<file path="src/rtl/core/rpwc_pkg.sv">
`timescale 1ns / 1ps

package rpwc_pkg;

  localparam int unsigned NumChannels = 6;

  localparam int unsigned ChW      = 3;
  localparam int unsigned TimeW    = 32;
  localparam int unsigned WidthW   = 16;
  localparam int unsigned StickW   = 11;
  localparam int unsigned CfgIdxW  = 3;
  localparam int unsigned CfgDataW = 16;

  // Stick thresholds of the arm gesture.
  localparam logic signed [StickW-1:0] ArmLow  = -11'sd950;
  localparam logic signed [StickW-1:0] ArmHigh = 11'sd950;

  typedef struct packed {
    logic              start;
    logic [WidthW-1:0] width;
    logic [WidthW-1:0] pmin;
    logic [WidthW-1:0] pmax;
  } map_req_t;

  typedef struct packed {
    logic                     done;
    logic signed [StickW-1:0] value;
  } map_rsp_t;

  typedef struct packed {
    logic              en;
    logic [ChW-1:0]    ch;
    logic [WidthW-1:0] time_lo;
  } rise_wr_t;

  typedef struct packed {
    logic                     en;
    logic [ChW-1:0]           ch;
    logic signed [StickW-1:0] value;
  } stick_wr_t;

endpackage

</file>
<file path="src/rtl/core/rpwc_map.sv">
`timescale 1ns / 1ps

module rpwc_map (
  input  logic              clk_i,
  input  logic              rst_ni,
  input  rpwc_pkg::map_req_t req_i,
  output rpwc_pkg::map_rsp_t rsp_o
);
  import rpwc_pkg::*;

  localparam int unsigned CalcW    = 30;
  localparam int unsigned QuotW    = 10;
  localparam int unsigned DivSteps = 10;
  localparam int unsigned CntW     = $clog2(DivSteps);

  localparam logic [CalcW-1:0] ScaleSpan = CalcW'(2000);
  localparam logic [CalcW-1:0] ScaleHalf = CalcW'(1000);
  localparam logic [QuotW-1:0] QuotSat   = QuotW'(1000);
  localparam logic [CntW-1:0]  CntLast   = CntW'(DivSteps - 1);

  typedef enum logic [2:0] {
    M_IDLE,
    M_MUL,
    M_NUM,
    M_CMP,
    M_DIV,
    M_SIGN
  } map_state_e;

  map_state_e state_q;
  logic                     done_q;
  logic signed [StickW-1:0] value_q;

  logic [WidthW-1:0]       width_q;
  logic [WidthW-1:0]       pmin_q;
  logic [WidthW-1:0]       d_q;
  logic                    empty_q;
  logic signed [CalcW-1:0] prod_q;
  logic [CalcW-1:0]        dk_q;
  logic                    neg_q;
  logic [CalcW-1:0]        rem_q;
  logic [CalcW-1:0]        div_q;
  logic [QuotW-1:0]        quot_q;
  logic [CntW-1:0]         cnt_q;

  logic [WidthW:0]          span;
  logic signed [WidthW:0]   offs;
  logic signed [CalcW-1:0]  offs_ext;
  logic signed [CalcW-1:0]  num;
  logic [CalcW-1:0]         mag;
  logic [CalcW:0]           sub;
  logic                     ge;
  logic signed [StickW-1:0] quot_ext;
  logic signed [StickW-1:0] value_d;

  assign span     = {1'b0, req_i.pmax} - {1'b0, req_i.pmin};
  assign offs     = $signed({1'b0, width_q}) - $signed({1'b0, pmin_q});
  assign offs_ext = CalcW'(offs);
  assign num      = prod_q - $signed(dk_q);
  assign mag      = num[CalcW-1] ? CalcW'(-num) : CalcW'(num);

  // The one compare-subtract unit: it checks for saturation once, then
  // produces one quotient bit per cycle.
  assign sub = {1'b0, rem_q} - {1'b0, div_q};
  assign ge  = ~sub[CalcW];

  assign quot_ext = $signed({1'b0, quot_q});
  always_comb begin
    if (empty_q) begin
      value_d = '0;
    end else if (neg_q) begin
      value_d = -quot_ext;
    end else begin
      value_d = quot_ext;
    end
  end

  always_ff @(posedge clk_i or negedge rst_ni) begin
    if (!rst_ni) begin
      state_q <= M_IDLE;
      done_q  <= 1'b0;
      value_q <= '0;
    end else begin
      done_q <= 1'b0;
      case (state_q)
        M_IDLE: begin
          if (req_i.start) begin
            state_q <= M_MUL;
          end
        end
        M_MUL: state_q <= M_NUM;
        M_NUM: state_q <= M_CMP;
        M_CMP: begin
          state_q <= ge ? M_SIGN : M_DIV;
        end
        M_DIV: begin
          if (cnt_q == '0) begin
            state_q <= M_SIGN;
          end
        end
        M_SIGN: begin
          value_q <= value_d;
          done_q  <= 1'b1;
          state_q <= M_IDLE;
        end
        default: state_q <= M_IDLE;
      endcase
    end
  end

  always_ff @(posedge clk_i) begin
    case (state_q)
      M_IDLE: begin
        if (req_i.start) begin
          width_q <= req_i.width;
          pmin_q  <= req_i.pmin;
          d_q     <= span[WidthW-1:0];
          empty_q <= (req_i.pmax <= req_i.pmin);
        end
      end
      M_MUL: begin
        prod_q <= offs_ext * $signed(ScaleSpan);
        dk_q   <= CalcW'(d_q) * ScaleHalf;
      end
      M_NUM: begin
        neg_q <= num[CalcW-1];
        rem_q <= mag;
        div_q <= dk_q;
      end
      M_CMP: begin
        if (ge) begin
          // At least a thousand times the span: clamp to full scale.
          quot_q <= QuotSat;
        end else begin
          quot_q <= '0;
          div_q  <= CalcW'(d_q) << (DivSteps - 1);
          cnt_q  <= CntLast;
        end
      end
      M_DIV: begin
        if (ge) begin
          rem_q <= sub[CalcW-1:0];
        end
        quot_q <= {quot_q[QuotW-2:0], ge};
        div_q  <= div_q >> 1;
        cnt_q  <= cnt_q - CntW'(1);
      end
      default: begin
      end
    endcase
  end

  assign rsp_o.done  = done_q;
  assign rsp_o.value = value_q;

endmodule

</file>
<file path="src/rtl/core/rpwc_store.sv">
`timescale 1ns / 1ps

module rpwc_store #(
  parameter int unsigned NUM_CHANNELS = rpwc_pkg::NumChannels
) (
  input  logic                          clk_i,
  input  logic                          rst_ni,
  input  rpwc_pkg::rise_wr_t            rise_wr_i,
  input  logic [rpwc_pkg::ChW-1:0]      rise_ch_i,
  output logic [rpwc_pkg::WidthW-1:0]   rise_o,
  input  rpwc_pkg::stick_wr_t           stick_wr_i,
  input  logic [rpwc_pkg::ChW-1:0]      thr_ch_i,
  input  logic [rpwc_pkg::ChW-1:0]      yaw_ch_i,
  output logic                          arm_o
);
  import rpwc_pkg::*;

  localparam int unsigned IdxW = (NUM_CHANNELS > 1) ? $clog2(NUM_CHANNELS) : 1;

  // Only the low half of a rise time matters, since widths wrap at 16 bits.
  // Each channel keeps its stick value only as the two gesture flags.
  logic [WidthW-1:0]       rise_q [NUM_CHANNELS];
  logic [NUM_CHANNELS-1:0] low_q;
  logic [NUM_CHANNELS-1:0] high_q;

  logic [IdxW-1:0] rise_wr_idx;
  logic [IdxW-1:0] rise_rd_idx;
  logic [IdxW-1:0] stick_idx;
  logic [IdxW-1:0] thr_idx;
  logic [IdxW-1:0] yaw_idx;
  logic            thr_ok;
  logic            yaw_ok;
  logic            thr_low;
  logic            yaw_high;

  assign rise_wr_idx = IdxW'(rise_wr_i.ch);
  assign rise_rd_idx = IdxW'(rise_ch_i);
  assign stick_idx   = IdxW'(stick_wr_i.ch);
  assign thr_idx     = IdxW'(thr_ch_i);
  assign yaw_idx     = IdxW'(yaw_ch_i);

  always_ff @(posedge clk_i or negedge rst_ni) begin
    if (!rst_ni) begin
      for (int i = 0; i < NUM_CHANNELS; i++) begin
        rise_q[i] <= '0;
      end
      // Every channel starts at full negative stick.
      low_q  <= '1;
      high_q <= '0;
    end else begin
      if (rise_wr_i.en) begin
        rise_q[rise_wr_idx] <= rise_wr_i.time_lo;
      end
      if (stick_wr_i.en) begin
        low_q[stick_idx]  <= (stick_wr_i.value < ArmLow);
        high_q[stick_idx] <= (stick_wr_i.value > ArmHigh);
      end
    end
  end

  assign rise_o = rise_q[rise_rd_idx];

  // A gesture channel outside the array reads as full negative stick.
  assign thr_ok   = (int'(thr_ch_i) < NUM_CHANNELS);
  assign yaw_ok   = (int'(yaw_ch_i) < NUM_CHANNELS);
  assign thr_low  = thr_ok ? low_q[thr_idx] : 1'b1;
  assign yaw_high = yaw_ok ? high_q[yaw_idx] : 1'b0;
  assign arm_o    = thr_low & yaw_high;

endmodule

</file>
<file path="src/rtl/core/rc_pulse_width_capture_top.sv">
`timescale 1ns / 1ps

// Measures servo pulses on up to NUM_CHANNELS receiver pins, one pin edge per
// item. A rising edge, or any edge on a channel number at or above
// NUM_CHANNELS, is taken without stalling the input. A falling edge on a real
// channel yields one result item through the width, map, store and emit
// steps; the block stalls its input meanwhile and returns to ready in the
// cycle after the result is loaded, later if the output is still stalled.
// The mapper's divider retires one quotient bit per cycle over ten bits; it
// is skipped when the width lies at or beyond either end of the pulse range
// and the stick value clamps. Configuration writes are taken in any cycle and
// belong only to idle periods.
module rc_pulse_width_capture_top #(
  parameter int unsigned NUM_CHANNELS = rpwc_pkg::NumChannels
) (
  input  logic                               clk_i,
  input  logic                               rst_ni,

  input  logic                               cfg_valid_i,
  output logic                               cfg_ready_o,
  input  logic [rpwc_pkg::CfgIdxW-1:0]       cfg_index_i,
  input  logic [rpwc_pkg::CfgDataW-1:0]      cfg_data_i,

  input  logic                               in_valid_i,
  output logic                               in_stall_o,
  input  logic [rpwc_pkg::ChW-1:0]           channel_i,
  input  logic                               level_i,
  input  logic [rpwc_pkg::TimeW-1:0]         time_us_i,

  output logic                               out_valid_o,
  input  logic                               out_stall_i,
  output logic [rpwc_pkg::ChW-1:0]           out_channel_o,
  output logic [rpwc_pkg::WidthW-1:0]        pulse_width_o,
  output logic signed [rpwc_pkg::StickW-1:0] stick_value_o,
  output logic                               arm_gesture_o
);
  import rpwc_pkg::*;

  typedef enum logic [CfgIdxW-1:0] {
    CFG_PULSE_MIN = 3'd0,
    CFG_PULSE_MAX = 3'd1,
    CFG_THR_CH    = 3'd2,
    CFG_YAW_CH    = 3'd3
  } cfg_reg_e;

  typedef enum logic [2:0] {
    ST_IDLE,
    ST_WIDTH,
    ST_MAP,
    ST_STORE,
    ST_EMIT
  } top_state_e;

  logic [WidthW-1:0] pulse_min_q;
  logic [WidthW-1:0] pulse_max_q;
  logic [ChW-1:0]    thr_ch_q;
  logic [ChW-1:0]    yaw_ch_q;

  top_state_e               state_q;
  logic                     start_q;
  logic                     out_valid_q;
  logic [ChW-1:0]           out_channel_q;
  logic [WidthW-1:0]        out_width_q;
  logic signed [StickW-1:0] out_stick_q;
  logic                     out_arm_q;

  logic [ChW-1:0]           ch_q;
  logic [WidthW-1:0]        time_lo_q;
  logic [WidthW-1:0]        width_q;
  logic signed [StickW-1:0] stick_q;

  logic      in_take;
  logic      ch_ok;
  logic      out_load;
  logic [WidthW-1:0] rise_rd;
  logic      arm;
  map_req_t  map_req;
  map_rsp_t  map_rsp;
  rise_wr_t  rise_wr;
  stick_wr_t stick_wr;

  assign cfg_ready_o = 1'b1;

  always_ff @(posedge clk_i or negedge rst_ni) begin
    if (!rst_ni) begin
      pulse_min_q <= WidthW'(1010);
      pulse_max_q <= WidthW'(2000);
      thr_ch_q    <= ChW'(2);
      yaw_ch_q    <= ChW'(3);
    end else if (cfg_valid_i && cfg_ready_o) begin
      case (cfg_reg_e'(cfg_index_i))
        CFG_PULSE_MIN: pulse_min_q <= cfg_data_i;
        CFG_PULSE_MAX: pulse_max_q <= cfg_data_i;
        CFG_THR_CH:    thr_ch_q    <= cfg_data_i[ChW-1:0];
        CFG_YAW_CH:    yaw_ch_q    <= cfg_data_i[ChW-1:0];
        default: begin
        end
      endcase
    end
  end

  assign in_stall_o = (state_q != ST_IDLE);
  assign in_take    = in_valid_i && !in_stall_o;
  assign ch_ok      = (int'(channel_i) < NUM_CHANNELS);
  assign out_load   = (state_q == ST_EMIT) && (!out_valid_q || !out_stall_i);

  always_ff @(posedge clk_i or negedge rst_ni) begin
    if (!rst_ni) begin
      state_q       <= ST_IDLE;
      start_q       <= 1'b0;
      out_valid_q   <= 1'b0;
      out_channel_q <= '0;
      out_width_q   <= '0;
      out_stick_q   <= '0;
      out_arm_q     <= 1'b0;
    end else begin
      start_q <= 1'b0;
      if (out_load) begin
        out_valid_q   <= 1'b1;
        out_channel_q <= ch_q;
        out_width_q   <= width_q;
        out_stick_q   <= stick_q;
        out_arm_q     <= arm;
      end else if (!out_stall_i) begin
        out_valid_q <= 1'b0;
      end
      case (state_q)
        ST_IDLE: begin
          if (in_take && ch_ok && !level_i) begin
            state_q <= ST_WIDTH;
          end
        end
        ST_WIDTH: begin
          start_q <= 1'b1;
          state_q <= ST_MAP;
        end
        ST_MAP: begin
          if (map_rsp.done) begin
            state_q <= ST_STORE;
          end
        end
        ST_STORE: state_q <= ST_EMIT;
        ST_EMIT: begin
          if (out_load) begin
            state_q <= ST_IDLE;
          end
        end
        default: state_q <= ST_IDLE;
      endcase
    end
  end

  always_ff @(posedge clk_i) begin
    if (in_take) begin
      ch_q      <= channel_i;
      time_lo_q <= time_us_i[WidthW-1:0];
    end
    if (state_q == ST_WIDTH) begin
      width_q <= time_lo_q - rise_rd;
    end
    if (state_q == ST_MAP && map_rsp.done) begin
      stick_q <= map_rsp.value;
    end
  end

  assign rise_wr.en      = in_take && ch_ok && level_i;
  assign rise_wr.ch      = channel_i;
  assign rise_wr.time_lo = time_us_i[WidthW-1:0];

  // The gesture is read after this pulse's value is stored, when the result item is loaded.
  assign stick_wr.en    = (state_q == ST_STORE);
  assign stick_wr.ch    = ch_q;
  assign stick_wr.value = stick_q;

  assign map_req.start = start_q;
  assign map_req.width = width_q;
  assign map_req.pmin  = pulse_min_q;
  assign map_req.pmax  = pulse_max_q;

  rpwc_map u_map (
    .clk_i  (clk_i),
    .rst_ni (rst_ni),
    .req_i  (map_req),
    .rsp_o  (map_rsp)
  );

  rpwc_store #(
    .NUM_CHANNELS(NUM_CHANNELS)
  ) u_store (
    .clk_i      (clk_i),
    .rst_ni     (rst_ni),
    .rise_wr_i  (rise_wr),
    .rise_ch_i  (ch_q),
    .rise_o     (rise_rd),
    .stick_wr_i (stick_wr),
    .thr_ch_i   (thr_ch_q),
    .yaw_ch_i   (yaw_ch_q),
    .arm_o      (arm)
  );

  assign out_valid_o   = out_valid_q;
  assign out_channel_o = out_channel_q;
  assign pulse_width_o = out_width_q;
  assign stick_value_o = out_stick_q;
  assign arm_gesture_o = out_arm_q;

endmodule

</file>
<file path="config.mk">
export PLATFORM = sky130hd
export DESIGN_NAME = rc_pulse_width_capture_top
export DESIGN_NICKNAME = d
export VERILOG_FILES = /design/src/rtl/core/rpwc_pkg.sv /design/src/rtl/core/rpwc_map.sv /design/src/rtl/core/rpwc_store.sv /design/src/rtl/core/rc_pulse_width_capture_top.sv
export SDC_FILE = /design/constraint.sdc
export NUM_CORES = 1
export LEC_CHECK = 0
export ABC_CLOCK_PERIOD_IN_PS = 6930
export BUFFER_PORTS_ARGS = -buffer_cell sky130_fd_sc_hd__buf_2
export CORE_ASPECT_RATIO = 0.9
export CORE_UTILIZATION = 30
export DETAILED_ROUTE_END_ITERATION = 16
export PLACE_DENSITY = 0.44
export SYNTH_ARGS = -nofsm -noshare
export SYNTH_HDL_FRONTEND = slang
export SYNTH_HIERARCHICAL = 1
export SYNTH_SLANG_ARGS = --single-unit
</file>
<file path="constraint.sdc">
create_clock -name clk_i -period 6.93 [get_ports clk_i]
set_input_delay 0.693 -clock clk_i [delete_from_list [all_inputs] [get_ports clk_i]]
set_output_delay 0.693 -clock clk_i [all_outputs]
set_load 0.03 [all_outputs]
</file>
==> summary.md, run 1 <==
| Metric | Value |
|---|---|
| Outcome | complete, no violations |
| Most frequent cells in the layout | inv_1, edfxtp_1, ha_1 |
| Drt first-iter violations | approximately 830 |
| WP data arrival | approximately 7.0 ns |
| Startpoint Class | flip-flop |
| CTS tree | yes |
| Max cap viols | 0 |
| Antenna-violating nets left | 0 |
| Register area share after synthesis | a little over two fifths |
| Worst Hold Class | in2async |
| DR WL/cell | roughly 17 um |
| Post-synthesis cell type count | just under 100 |
| First-pass GRT wire length | roughly 100000 um |
| Number of buffers created by CTS | 49 |
| Number of flops mapped to enable cells by yosys | between 200 and 250 |
| Ys async rst share | 47.9% |
| Drt drc | 0 |
| Multi-input logic area | between 10000 and 15000 um2 |
| Final GP Congestion | just over 0.8 |
| Largest net degree at the start of global routing | 76 |
| Commonest non-fill, non-tap cell in the layout | inv_1 |
| Skew final | approximately 0.035 ns |
| Final period utilization | approximately 96% |
| Most used cell, CP | fa_1 |
| Final WL | approximately 62000 um |
| Die Area | ~91000 um2 |
| Fillers | just under 9000 |
| Max stage delay cell, worst path | fa_1 |
| Total GRT Usage | between 10% and 20% |
| Slew Viols, Final | 0 |
| Fmax | roughly 0.15 GHz |
| Critical path's top delay family | adder cells |
| Synth Instances | ~2300 |
| CORE AREA | around 88000 um2 |
| Hold_buf cts | 0 |
| Worst setup path category | reg2reg |
| Initial antenna violation count | 1 |
| Die Ht | 286 um |
| FF-to-FF setup slack | 0.28 ns |
| Clock Tree Root | clkbuf_16 |
| Top FF cell, synth | edfxtp_1 |
| Antenna fix cells | 0 |
| Buf+Inv Stages, Crit Path | 5 |
| Die Wd | 318 um |
| Ys Warns | 6 |
| Layout area overhead | 13.3% |
| Share of layout cells above drive strength 1 | between 10% and 20% |
| Slowest stage delay, CP | roughly 0.55 ns |
| # IOs | 94 |
| Slew at the pin with the worst max-slew slack | approximately 1.2 ns |
| Max Fanout on Critical Path | 4 |
| Seq cells post-synth | between 400 and 500 |
| Clk Latency, worst-skew pair | slightly above 0.6 ns |
| First-pass DRT Iterations | 4 |
| Register Area | approximately 11000 um2 |
| Initial Utilization | about 31% |
| Htree depth | 2 |
| Final setup viols | 0 |
| Longest Clk Path Bufs | 3 |
| Rows | 103 |
| Final hold vios | 0 |
| Crit. End Element | flip-flop |
| Hpwl dp | 46900 um |
| Final nets | 2842 |
| Via Count | between 15000 and 20000 |
| Min cycle time layout | 6.65 ns |
| # port buffers | 76 |
| Synth Area per Inst | 11.5 um2 |
| Vias in the first global route | 18400 |
| Slew margin rel. | around a fifth |
| Clock slew at reported path FFs | approximately 0.06 ns |
| Netlist Area Pre-Place | roughly 27000 um2 |
| CTS sink cnt | just over 400 |
| CP required | around 7.3 ns |
| Setup TNS Final | 0 ns |
| Number of vias per cell | around 4.8 |
| GRT overflow | 0 |
## worst paths after layout
check / endpoint / start / cells past startpoint
setup / recovery: u_map/prod_q[25] / u_map/width_q[0] / 26
hold / removal: u_store/rise_q[85] / rst_ni / 1
setup reg to reg: u_map/prod_q[25] / u_map/width_q[0] / 26
hold reg to reg: stick_q[5] / u_map/value_q[5] / 0
max in group asynchronous: pulse_width_o[1] / rst_ni / 2
min in group clk_i: time_lo_q[14] / time_us_i[14] / 1
## routing by layer
metal	track usage, %	vias up	share of wire [%]
met2	23.2	208	47
met3	2.16	73	3.1
met1	18.8	8720	48
met4	3.59	2	2.0
met5	0	-	0.021
li1	-	8476	-
## stage by stage
stage          worst slack, ns  util, %  cell area [um2]  hold slack (ns)  cells
6_report                 0.282     34.6            30500           0.0405   3650
5_1_grt                -0.0316     34.6            30500           0.0373   3650
4_1_cts                 0.0551     34.4            30400           0.0162   3647
3_5_place_dp          -0.00615     32.7            28800            0.434   3559
3_3_place_gp            0.0379     32.7            28800            0.434   3559
2_1_floorplan            0.280        -            26900            0.397   2341
## logic make-up after synthesis
kind of cell,count (synthesis),synth area share (%)
xor gates and xnor gates,167,5.46
DFF,411,42.3
muxes,216,9.58
other,2,0.0279
adders and majority gates,326,18.3
buffers and inverters,359,5.30
and+or+nand+nor,423,8.37
AOI/OAI and AO/OA,436,10.7
## cell usage after synthesis, types with 12 or more instances
master | number | area share [%]
nand2b_1 | 24 | 0.56
o31ai_1 | 14 | 0.39
xor2_1 | 52 | 1.7
a211oi_1 | 13 | 0.36
buf_2 | 14 | 0.26
nand4_1 | 12 | 0.28
ha_1 | 209 | 9.7
fa_1 | 115 | 8.5
mux2_2 | 174 | 7.3
o21ai_0 | 73 | 1.4
mux4_2 | 16 | 1.3
a21oi_1 | 101 | 1.9
a22oi_1 | 18 | 0.50
dfrtp_1 | 175 | 16
o21a_1 | 23 | 0.64
nor3_1 | 28 | 0.52
nand2_1 | 98 | 1.4
mux2i_1 | 26 | 0.97
and3_1 | 13 | 0.30
xnor2_1 | 114 | 3.7
nand3_1 | 33 | 0.61
a21o_1 | 49 | 1.4
nor2_1 | 117 | 1.6
o21ai_1 | 24 | 0.45
o22ai_1 | 28 | 0.65
dfstp_2 | 22 | 2.1
edfxtp_1 | 214 | 24
nor2b_1 | 22 | 0.51
clkbuf_1 | 23 | 0.32
inv_1 | 305 | 4.3
## registers in the layout, indices dropped and copies added, names as in the netlist, 23 cells and up
| name | count |
|---|---|
| u_store/rise_q | 96 |
| u_map/rem_q | 30 |
| u_map/div_q | 26 |
| u_map/prod_q | 25 |
| u_map/dk_q | 23 |
## final cells by class
cell class                      instances  share of cell area [%]
Clock buffer                           75                    4.53
Timing Repair Buffer                  119                    2.37
Sequential cell                       411                    37.3
Inverter                              306                    3.76
Multi-Input combinational cell       1571                    46.9
Tap cell                             1155                    4.74
Clock inverter                         13                   0.377
## timing repair
item	4_1_cts	5_1_grt
setup buffers	0	3
endpoints found under the setup margin	1	5
resized for setup	2	27
pin swaps	1	6
Power of run 1 is not shown: default switching activity piles up to over one toggle a cycle in this logic, so the estimate is an artifact.
==> inputs of run 2 (changes only) <==
--- a/config.mk
+++ b/config.mk
@@ -7,10 +7,12 @@
 export LEC_CHECK = 0
 export ABC_CLOCK_PERIOD_IN_PS = 6930
 export BUFFER_PORTS_ARGS = -buffer_cell sky130_fd_sc_hd__buf_2
+export CELL_PAD_IN_SITES_DETAIL_PLACEMENT = 1
+export CELL_PAD_IN_SITES_GLOBAL_PLACEMENT = 1
 export CORE_ASPECT_RATIO = 0.9
 export CORE_UTILIZATION = 30
 export DETAILED_ROUTE_END_ITERATION = 16
-export PLACE_DENSITY = 0.44
+export PLACE_DENSITY = 0.52
 export SYNTH_ARGS = -nofsm -noshare
 export SYNTH_HDL_FRONTEND = slang
 export SYNTH_HIERARCHICAL = 1
==> run 2 against run 1 <==
Net effect: non-clock buffer count up 1; die area unchanged; flip-flop and latch count unchanged; largest cell class unchanged; core utilization up 0.29 points; clock skew down 0.00059 ns.
==> summary.md, run 2 (synthesis gave the netlist of run 1 again) <==
| Metric | Value |
|---|---|
| # port buffers | 76 |
| Slew at the pin with the worst max-slew slack | roughly 1.2 ns |
| RSZ-0062 raised after global routing | no |
| Final setup viols | 0 |
| First-pass DRT Iterations | 5 |
| Biggest register | u_store/rise_q |
| Drt first-iter violations | between 500 and 600 |
| Most used cell, CP | fa_1 |
| Startpoint Class | flip-flop |
| Slew Viols, Final | 0 |
| Max Fanout on Critical Path | 6 |
| Number of vias per cell | approximately 4.8 |
| Hpwl dp | ~51000 um |
| Final period utilization | roughly 95% |
| DR WL/cell | ~18 um |
| Worst Hold Class | in2async |
| Share of layout cells above drive strength 1 | between 10% and 20% |
| Slowest stage delay, CP | 0.55 ns |
| Max cap viols | 0 |
| Die Wd | 318 um |
| Final Hold Slack | approximately 0.14 ns |
| Clock Tree Root | clkbuf_16 |
| WP data arrival | 6.90 ns |
| Max reg flops | 96 |
| Slew margin rel. | between 10% and 20% |
| Final hold vios | 0 |
| Setup TNS Final | 0 ns |
| Outcome | complete, no violations |
| Largest net degree at the start of global routing | slightly below 100 |
| # IOs | 94 |
| Final nets | roughly 2800 |
| GRT overflow | 0 |
| CTS sink cnt | between 400 and 500 |
| First-pass GRT wire length | ~110000 um |
| Longest Clk Path Bufs | 3 |
| Total GRT Usage | between 10% and 20% |
| Clock slew at reported path FFs | 0.06 ns |
| Final GP Congestion | 0.779 |
| Die Area | ~91000 um2 |
| Antenna-violating nets left | 0 |
| Fmax | about 0.15 GHz |
| Rows | 103 |
| Biggest regs | u_store/rise_q (96), u_map/rem_q (30), u_map/div_q (26) |
| Fillers | around 9500 |
| Final WL | about 66000 um |
| Layout area overhead | 14.2% |
| Register Area | 11400 um2 |
| Vias in the first global route | around 19000 |
| Skew final | around 0.034 ns |
| Clk Latency, worst-skew pair | approximately 0.62 ns |
| CP required | 7.26 ns |
| Placed instance area | 28900 um2 |
| Die Ht | 286 um |
| Worst setup path category | reg2reg |
| Initial Utilization | 30.5% |
| Drt drc | 0 |
| Multi-input logic area | 14300 um2 |
| CORE AREA | 88300 um2 |
| Most frequent cells in the layout | inv_1, edfxtp_1, ha_1 |
| Min cycle time layout | about 6.6 ns |
| Htree depth | 2 |
| Hold_buf cts | 0 |
| Via Count | 17500 |
| CTS tree | yes |
| Initial antenna violation count | 10 |
| Crit. End Element | flip-flop |
| Commonest non-fill, non-tap cell in the layout | inv_1 |
| Number of buffers created by CTS | 49 |
| Max stage delay cell, worst path | fa_1 |
| Final Cell Area | slightly above 30000 um2 |
[run 2: cell types whose count changed in the layout (fill, tap and decap cells not counted), sizes merged]
cell and delta:
diode +3, clkinv +10, buf +1, inv +1, bufinv +11, clkinvlp +6, clkbuf -24
[run 2: metrics by stage]
stage	util, %	cells	setup slack (ns)
after floorplan	-	2341	0.280
after global placement	32.7	3562	0.0685
after detailed placement	32.7	3562	-0.0389
after CTS	34.7	3654	0.0480
after global routing	34.9	3657	0.00172
final	34.9	3658	0.359
[run 2: area by class of cell]
class	count	area share, %
Multi-Input combinational cell	1571	46.3
Sequential cell	411	37.0
Tap cell	1155	4.70
Clock buffer	51	4.04
Inverter	306	3.73
Timing Repair Buffer	120	2.34
Clock inverter	41	1.83
Antenna cell	3	0.0244
[run 2: metal layers]
layer | GRT usage (%) | wire length, um | vias up
li1 | - | - | 8483
met1 | 19.4 | 31000 | 8773
met2 | 25.5 | 31600 | 150
met3 | 2.22 | 1960 | 88
met4 | 3.63 | 1260 | 16
met5 | 0 | 101 | -
[run 2: final timing paths]
kind	end	slack [ns]	from	depth (start not counted)
setup reg to reg	u_map/prod_q[28]	0.36	u_map/width_q[0]	26
max in group asynchronous	start_q	5.53	rst_ni	2
setup / recovery	u_map/prod_q[28]	0.36	u_map/width_q[0]	26
min in group clk_i	pulse_min_q[5]	0.34	cfg_data_i[5]	2
hold / removal	u_store/rise_q[58]	0.14	rst_ni	1
hold reg to reg	stick_q[10]	0.45	u_map/value_q[10]	0
[run 2: repair_timing]
action | in CTS | in global routing
pin swaps | 0 | 2
endpoints found under the hold margin | 0 | 0
setup endpoints to repair | 1 | 4
buffers inserted | 0 | 1
resized for setup | 1 | 17
[run 2: worst max-delay path: cells and delay by family (launching register included)]
| kind | cells | cell delay (ns) |
|---|---|---|
| xor gates and xnor gates | 2 | 0.38 |
| AOI/OAI and AO/OA | 10 | 1.90 |
| buffers and inverters | 5 | 0.43 |
| and+or+nand+nor | 2 | 0.35 |
| adders and majority gates | 7 | 2.90 |
| DFF | 1 | 0.35 |
Power of run 2 is left out for the same reason.
